--- config.mk ---
export PLATFORM = sky130hd
export DESIGN_NAME = tme_div
export DESIGN_NICKNAME = d
export VERILOG_FILES = /design/src/tme_pkg.sv /design/src/tme_div.sv
export SDC_FILE = /design/constraint.sdc
export NUM_CORES = 1
export LEC_CHECK = 0
export BUFFER_PORTS_ARGS = -buffer_cell sky130_fd_sc_hd__buf_4
export CAP_MARGIN = 20
export CORE_MARGIN = 2
export CORE_UTILIZATION = 42
export CTS_CLUSTER_DIAMETER = 40
export DETAILED_ROUTE_END_ITERATION = 16
export SLEW_MARGIN = 40
export SYNTH_ARGS = -nofsm -noshare
export SYNTH_HDL_FRONTEND = slang
export SYNTH_SLANG_ARGS = --single-unit
--- constraint.sdc ---
create_clock -name clk -period 26.3 [get_ports clk]
set_clock_uncertainty 0.2 [all_clocks]
set_input_delay 1.315 -clock clk [delete_from_list [all_inputs] [get_ports clk]]
set_output_delay 1.315 -clock clk [all_outputs]
set_load 0.02 [all_outputs]
--- src/tme_pkg.sv ---
// Shared types, constants and helpers for the triangular membership evaluator.
// No dependencies; the divider and the top level import this package.
`default_nettype none

package tme_pkg;

  // Default number of fraction bits of the coordinate format (Q3.13).
  localparam int COORD_FRAC_BITS_DEF = 13;

  // Full clip height and membership of one in Q1.15.
  localparam int H_ONE = 32768;

  // Width of the internal centroid arithmetic.
  localparam int WW = 44;

  // Membership divider: quotient bits, bits per stage, stage count.
  localparam int DIV_QB     = 15;
  localparam int DIV_SPS    = 4;
  localparam int DIV_STAGES = (DIV_QB + DIV_SPS - 1) / DIV_SPS;

  // Reciprocals for the divide-by-constant units, scaled by 2^24.
  localparam int RECIP_SHIFT = 24;
  localparam logic [22:0] RECIP3 = 23'(((64'd1 << RECIP_SHIFT)) / 3);
  localparam logic [22:0] RECIP9 = 23'(((64'd1 << RECIP_SHIFT)) / 9);

  // Configuration register indexes.
  localparam int CFG_IDX_W = 2;
  localparam logic [CFG_IDX_W-1:0] REG_LEFT  = 2'd0;
  localparam logic [CFG_IDX_W-1:0] REG_PEAK  = 2'd1;
  localparam logic [CFG_IDX_W-1:0] REG_RIGHT = 2'd2;

  // Register reset values.
  localparam logic signed [15:0] LEFT_RST  = -16'sd8192;
  localparam logic signed [15:0] PEAK_RST  = 16'sd0;
  localparam logic signed [15:0] RIGHT_RST = 16'sd8192;

  // How the membership of a sample is formed.
  typedef enum logic [1:0] {
    MC_ZERO = 2'd0,
    MC_ONE  = 2'd1,
    MC_DIV  = 2'd2
  } mcase_t;

  // Which centroid formula applies.
  typedef enum logic [1:0] {
    CC_GEN = 2'd0,
    CC_SHR = 2'd1,
    CC_SHL = 2'd2
  } ccase_t;

  // Magnitude of a difference of two 16-bit coordinates.
  function automatic logic [16:0] abs17(input logic signed [16:0] v);
    return (v < 0) ? 17'(-v) : 17'(v);
  endfunction

  // Magnitude of a wide centroid term.
  function automatic logic signed [WW-1:0] absw(input logic signed [WW-1:0] v);
    return (v < 0) ? -v : v;
  endfunction

endpackage

`default_nettype wire

--- src/tme_div.sv ---
// Pipelined restoring divider for the membership slope, DIV_SPS bits a stage.
// Depends on tme_pkg; the numerator is always below the divisor.
`default_nettype none

module tme_div import tme_pkg::*; (
  input  logic              clk,
  input  logic              en,
  input  logic [15:0]       num,
  input  logic [15:0]       den,
  output logic [DIV_QB-1:0] quo
);

  logic [15:0]       rem_r [DIV_STAGES];
  logic [15:0]       den_r [DIV_STAGES];
  logic [DIV_QB-1:0] quo_r [DIV_STAGES];
  logic [15:0]       rem_nxt [DIV_STAGES];
  logic [DIV_QB-1:0] quo_nxt [DIV_STAGES];
  logic [15:0]       den_in  [DIV_STAGES];

  for (genvar g = 0; g < DIV_STAGES; g++) begin : g_stage
    // Each stage shifts in up to DIV_SPS quotient bits, one compare and subtract each.
    if (g == 0) begin : g_first
      always_comb begin
        logic [15:0]       rem;
        logic [16:0]       r2;
        logic [DIV_QB-1:0] q;
        rem = num;
        q   = '0;
        for (int j = 0; j < DIV_SPS; j++) begin
          if (j < DIV_QB) begin
            r2 = {rem, 1'b0};
            if (r2 >= {1'b0, den}) begin
              rem = 16'(r2 - {1'b0, den});
              q   = {q[DIV_QB-2:0], 1'b1};
            end else begin
              rem = r2[15:0];
              q   = {q[DIV_QB-2:0], 1'b0};
            end
          end
        end
        rem_nxt[g] = rem;
        quo_nxt[g] = q;
        den_in[g]  = den;
      end
    end else begin : g_next
      always_comb begin
        logic [15:0]       rem;
        logic [16:0]       r2;
        logic [DIV_QB-1:0] q;
        rem = rem_r[g-1];
        q   = quo_r[g-1];
        for (int j = 0; j < DIV_SPS; j++) begin
          if (g * DIV_SPS + j < DIV_QB) begin
            r2 = {rem, 1'b0};
            if (r2 >= {1'b0, den_r[g-1]}) begin
              rem = 16'(r2 - {1'b0, den_r[g-1]});
              q   = {q[DIV_QB-2:0], 1'b1};
            end else begin
              rem = r2[15:0];
              q   = {q[DIV_QB-2:0], 1'b0};
            end
          end
        end
        rem_nxt[g] = rem;
        quo_nxt[g] = q;
        den_in[g]  = den_r[g-1];
      end
    end

    // Stage registers advance with the main pipeline.
    always_ff @(posedge clk) begin
      if (en) begin
        rem_r[g] <= rem_nxt[g];
        quo_r[g] <= quo_nxt[g];
        den_r[g] <= den_in[g];
      end
    end
  end

  assign quo = quo_r[DIV_STAGES-1];

endmodule

`default_nettype wire

== Word level (Yosys, flattened, before mapping) ==
Memories as Yosys holds them, arrays and structs flattened.
Cells that the tools add are included.
W data, S select, Z words.

* Register bits after elaboration: 0
* Latch bits: 0
* Memory bits (writable): 188
* ROM bits: 0
* Output and inout port bits: 15
* Memories: 3

* Add/sub/neg operators: 15
* $mul: 0
* Divide/modulo/power cells: 0
* Order comparisons: 15
* Equality and inequality tests: 0
* Shift-type cells: 0
* Multiplexer cells: 32
* Bitwise gates (word level): 0
* Reduce and logical (&&, ||, !) cells: 0

{| class="wikitable"
|+ Memories
! name !! depth !! bits a word !! rd ports !! clocked after Yosys merged registers in !! write ports !! line !! RTL
|-
| den_r || 4 || 16 || 3 || 0 || 4 || tme_div.sv:14 || <nowiki>logic [15:0] den_r [DIV_STAGES];</nowiki>
|-
| rem_r || 4 || 16 || 3 || 0 || 4 || tme_div.sv:13 || <nowiki>logic [15:0] rem_r [DIV_STAGES];</nowiki>
|-
| quo_r || 4 || 15 || 4 || 0 || 4 || tme_div.sv:15 || <nowiki>logic [DIV_QB-1:0] quo_r [DIV_STAGES];</nowiki>
|}

{| class="wikitable"
|+ Operators by type and width
! cell !! number
|-
| $ge A17 B16 Y1 || 15
|-
| $mux W16 || 15
|-
| $sub A16 B16 Y16 || 15
|-
| $mux W1 || 17
|}

== Depth between registers and ports, before layout ==
An unclocked memory read counts as a cell.

* Depth after elaboration: 9
* Mapped depth: 49

== Least setup slack after synthesis ==
Ideal clock, no wire load.

* Path type: input port to flip-flop
* Start: input den[14]
* End: memory rem_r[0][11] (data pin)
* Arrival time: 10.023 ns
* Path slack: 15.817 ns
* Stages on the path: 41
* Buffers on the path: 7
* Cells stage by stage: inv_1 -> ha_1 -> clkbuf_1 -> a21oi_1 -> o21ai_0 -> a31oi_1 -> a31oi_2 -> buf_2 -> buf_1 -> mux2_2 -> ha_1 -> a2111oi_0 -> a211oi_1 -> o21a_1 -> nor3_2 -> buf_4 -> inv_2 -> buf_2 -> [... 5 more ...] -> o21ai_0 -> o21a_1 -> o21a_1 -> nor2b_1 -> buf_2 -> o21ai_0 -> ha_1 -> o21a_1 -> o31a_1 -> o31a_1 -> o211ai_1 -> a21o_1 -> a21boi_0 -> o21ai_0 -> a21oi_1 -> a211o_1 -> buf_2 -> mux2_2

{| class="wikitable"
|+ RTL lines
! element !! line !! RTL
|-
| from (decl) || tme_div.sv:9 || <nowiki>input logic [15:0] den,</nowiki>
|-
| to (decl) || tme_div.sv:13 ||
|}

==> results.md <==
Route:
- The number of iterations in the first detailed-routing pass is 7.
- Dividing the detail-routed wire length by the instance count gives 18.3 um.
- In this run, the number of DRC markers left after iteration 0 of detailed routing was 1034.
- The final routed wirelength across all metal layers is 46400 um.
- Once detail routing completed, the nets flagged for antenna violations numbered 0.
- The vias per cell is 5.87.
- The remaining design rule violation count is 0.
- Detailed routing inserted a total of 14900 vias.

Finish:
- Fill cells in the final layout number 3864.
- The repair_antennas step left the layout with diodes totalling 0.
- Once layout is done, the placed cells without fillers occupy 18600 um2.
- The growth of design area from synthesis to finish is 8.77%.
- The share of final-layout standard cells stronger than drive strength 1 is 12.6%.
- The post-layout net count is 2260.

Setup path:
- The kind of cell with the highest combined delay along the critical path is compound AO/OA/AOI/OAI gates.
- The number of buffers and inverters on the critical path is 5.
- Measured in cells, the most critical reg-to-reg path has a length of 41.
- For this design, the slowest cell found on the critical path is sky130_fd_sc_hd__nor3_2.
- The critical setup path kind is input pin to flip-flop.
- STA puts the critical path data arrival time at 12120 ps.
- The longest individual stage delay on the worst path is 650 ps.
- The nature of the critical path startpoint is an input pin.
- At the worst endpoint, the required time is 26290 ps.
- The endpoint kind of the worst setup timing path is a flip-flop.
- The critical-path maximum fanout is 23.
- In this run the number of cells on the critical path is 38.

Synthesis:
- The count of state elements after synthesis is 135.
- The synthesized netlist devotes 17.2% of its cell area to adder and majority cells.
- By area, the combinational part of the netlist is dominated by compound AO/OA/AOI/OAI gates.
- The mapped cell area is 17100 um2.
- Averaged over all synthesized cells, the footprint is 8.77 um2.
- Of all flip-flops after synthesis, the portion carrying an async set or reset was 0%.
- After synthesis, the share of cell area in mux cells is 8.20%.
- During synthesis, Yosys emitted a total of 0 warnings.
- The register area share after synthesis is 23.7%.
- When the netlist entered floorplanning its net count stood at 2219.
- Summing the areas of all and, or, nand and nor instances in the mapped netlist gives 15.8% of the synthesized area.
- Among all flip-flop cells after synthesis, the most frequent one is sky130_fd_sc_hd__edfxtp_1.
- The count of flip-flops with a built-in enable after synthesis is 135.
- Summing the areas of all compound-gate instances in the mapped netlist gives 23.3% of the synthesized area.
- The synthesized netlist devotes 7.98% of its cell area to XOR and XNOR gates.
- The number of different library cells in the post-synthesis netlist is 97.
- After technology mapping, the gate count stands at 1952.

Hold path:
- The tightest min-delay check is of the flip-flop to flip-flop type.
- The worst hold path passes through 0 cells.

Timing:
- The final hold violation count is 0.
- The tightest hold path in the finished design has a slack of 216 ps.
- The max-slew headroom at the worst pin is 46.9%.
- The transition time of the tightest slew-check pin is 792 ps.
- The clock period minus final worst setup slack is 12130 ps.
- Derived from the worst setup path, the maximum achievable clock frequency is 82.4 MHz.
- Setup violations remaining at the end of the flow were counted as 0.
- The ratio of final minimum period to clock period is 46.1%.
- Setup repair after global routing left no endpoint under its margin.
- The final count of pins violating max slew is 0.
- The final-layout setup total negative slack is 0 ps.

Die:
- The area of the core region is 40000 um2.
- The vertical die dimension is 206 um.
- The floorplan has 73 rows.
- The initial cell density of the core is 42.8%.
- The die footprint is 42400 um2.
- Measured along the x axis, the die boundary spans 206 um.
- The number of ports placed on the die boundary is 49.

Clock tree:
- The buffer levels on the longest clock path is 2.
- The number of H-tree levels is 4.
- The number of buffers added to fix hold violations after cts is 0.
- For the worst-skew pair, the clock arrives at the later sink with an insertion delay of 450 ps.
- The clock tree root buffer cell is sky130_fd_sc_hd__clkbuf_16.
- The register clock-pin slew on the reported worst setup and hold paths is 60 ps.
- The setup fix buffers added after clock tree synthesis is 0.
- TritonCTS built the clock tree.
- The number of clock sinks is 135.
- The number of clock buffers added by TritonCTS is 17.
- The quantity of gates resized following cts is 0.

Global routing:
- The overall overflow remaining after global route is 0.
- Entering global routing, the biggest net connects 75 pins.
- The global-route wire length before repair is 74300 um.
- The via count of the first global-routing pass is 14100.
- The global-route usage over all layers is 22.2%.
- The number of antenna violations at the first check in global routing was 0.

Placement:
- In this run the cell area measured after placement is 18000 um2.
- The port buffer count is 48.
- The final weighted congestion in routability-driven placement is 0.953.
- The detailed placement HPWL is 37300 um.

Job:
- The number of max-capacitance violations reported is 0.

Status:
- The flow ran to the end, and the final reports show no timing, DRC or antenna violations.
==> worst paths after layout <==
check	end	from	slack (ps)
hold / removal	quo_r[3][14]	quo_r[2][11]	220
hold reg to reg	quo_r[3][14]	quo_r[2][11]	220
setup reg to reg	rem_r[1][15]	den_r[0][1]	14810
setup / recovery	rem_r[0][11]	den[10]	14170
==> cells in the final DEF, fill, tap and decap left out, types with 6 or more instances in the layout <==
cell type                   instances
sky130_fd_sc_hd__ha_1             229
sky130_fd_sc_hd__a21oi_1          176
sky130_fd_sc_hd__nor2_1           142
sky130_fd_sc_hd__edfxtp_1         135
sky130_fd_sc_hd__nand2_1          130
sky130_fd_sc_hd__o21ai_0          125
sky130_fd_sc_hd__inv_1            119
sky130_fd_sc_hd__xnor2_1          110
sky130_fd_sc_hd__mux2_2            88
sky130_fd_sc_hd__a21o_1            57
sky130_fd_sc_hd__buf_4             54
sky130_fd_sc_hd__nor3_1            52
sky130_fd_sc_hd__o21a_1            46
sky130_fd_sc_hd__xor2_1            46
sky130_fd_sc_hd__nand3_1           43
sky130_fd_sc_hd__nand2b_1          33
sky130_fd_sc_hd__nand4_1           29
sky130_fd_sc_hd__nor2b_1           25
sky130_fd_sc_hd__mux2_4            19
sky130_fd_sc_hd__a31oi_1           18
sky130_fd_sc_hd__o21bai_1          18
sky130_fd_sc_hd__a211oi_1          17
sky130_fd_sc_hd__clkbuf_16         17
sky130_fd_sc_hd__and2_1            16
sky130_fd_sc_hd__and3_1            16
sky130_fd_sc_hd__o31ai_1           14
sky130_fd_sc_hd__nor4_1            13
sky130_fd_sc_hd__o21ai_1           13
sky130_fd_sc_hd__or2_2             12
sky130_fd_sc_hd__or3_1             11
sky130_fd_sc_hd__o31a_1            10
sky130_fd_sc_hd__and4_1             9
sky130_fd_sc_hd__o211ai_1           9
sky130_fd_sc_hd__a41oi_1            8
sky130_fd_sc_hd__mux2i_1            8
sky130_fd_sc_hd__inv_2              6
==> synthesized netlist by cell type (all sizes together) (15+ instances only) <==
cell,instances,area [um2]
inv,125,469
o21a,46,345
o21bai,20,158
nand3,43,215
buf,24,141
a21o,57,428
a31oi,19,125
xor2,46,403
o21ai,138,691
xnor2,110,963
nand4,29,181
and3,16,100
nor2b,25,156
a211oi,18,140
nor2,143,539
nor3,54,280
o31ai,15,113
and2,17,109
nand2b,33,206
a21oi,178,913
mux2,110,1310
edfxtp,135,4050
nand2,130,488
ha,229,2870
==> layer usage <==
| layer | up-vias | track usage, % | routed length (um) |
|---|---|---|---|
| met1 | 7018 | 30.4 | 22200 |
| met3 | 77 | 2.76 | 1950 |
| met2 | 361 | 36.3 | 21100 |
| li1 | 7411 | - | - |
| met5 | - | 0 | 0 |
| met4 | 0 | 7.30 | 1110 |
==> kinds of logic (layout without fill, tap and decap cells) <==
logic type                 count (synthesis)  count (layout)
AOI/OAI and AO/OA                        598             598
xor gates and xnor gates                 156             156
adders and majority gates                233             233
buffers and inverters                    160             214
DFF                                      135             135
muxes                                    119             119
and+or+nand+nor                          551             551
==> state kept, by name (all words and copies together), names as in the netlist <==
| signal | flops |
|---|---|
| quo_r | 39 |
| den_r | 48 |
| rem_r | 48 |
==> through the flow <==
stage | util, % | setup WS (ps) | cells
6_report | 46.5 | 14170 | 2531
4_1_cts | 46.5 | 14180 | 2531
2_1_floorplan | - | 15820 | 1952
3_3_place_gp | 45.1 | 14150 | 2499
5_1_grt | 46.5 | 13430 | 2531
3_5_place_dp | 45.1 | 13710 | 2499
==> final cells by class <==
type                       instances  area [um2]  area share, %
inverter                         126         474           2.55
tap                              525         657           3.53
sequential                       135        4050           21.8
clock buffer                      17         425           2.28
clock inverter                    15         155          0.833
multi-input combinational       1657       12400           66.7
timing repair buffer              56         428           2.30
Power is not shown: default switching activity piles up to over one toggle a cycle in this logic, so the estimate is an artifact.
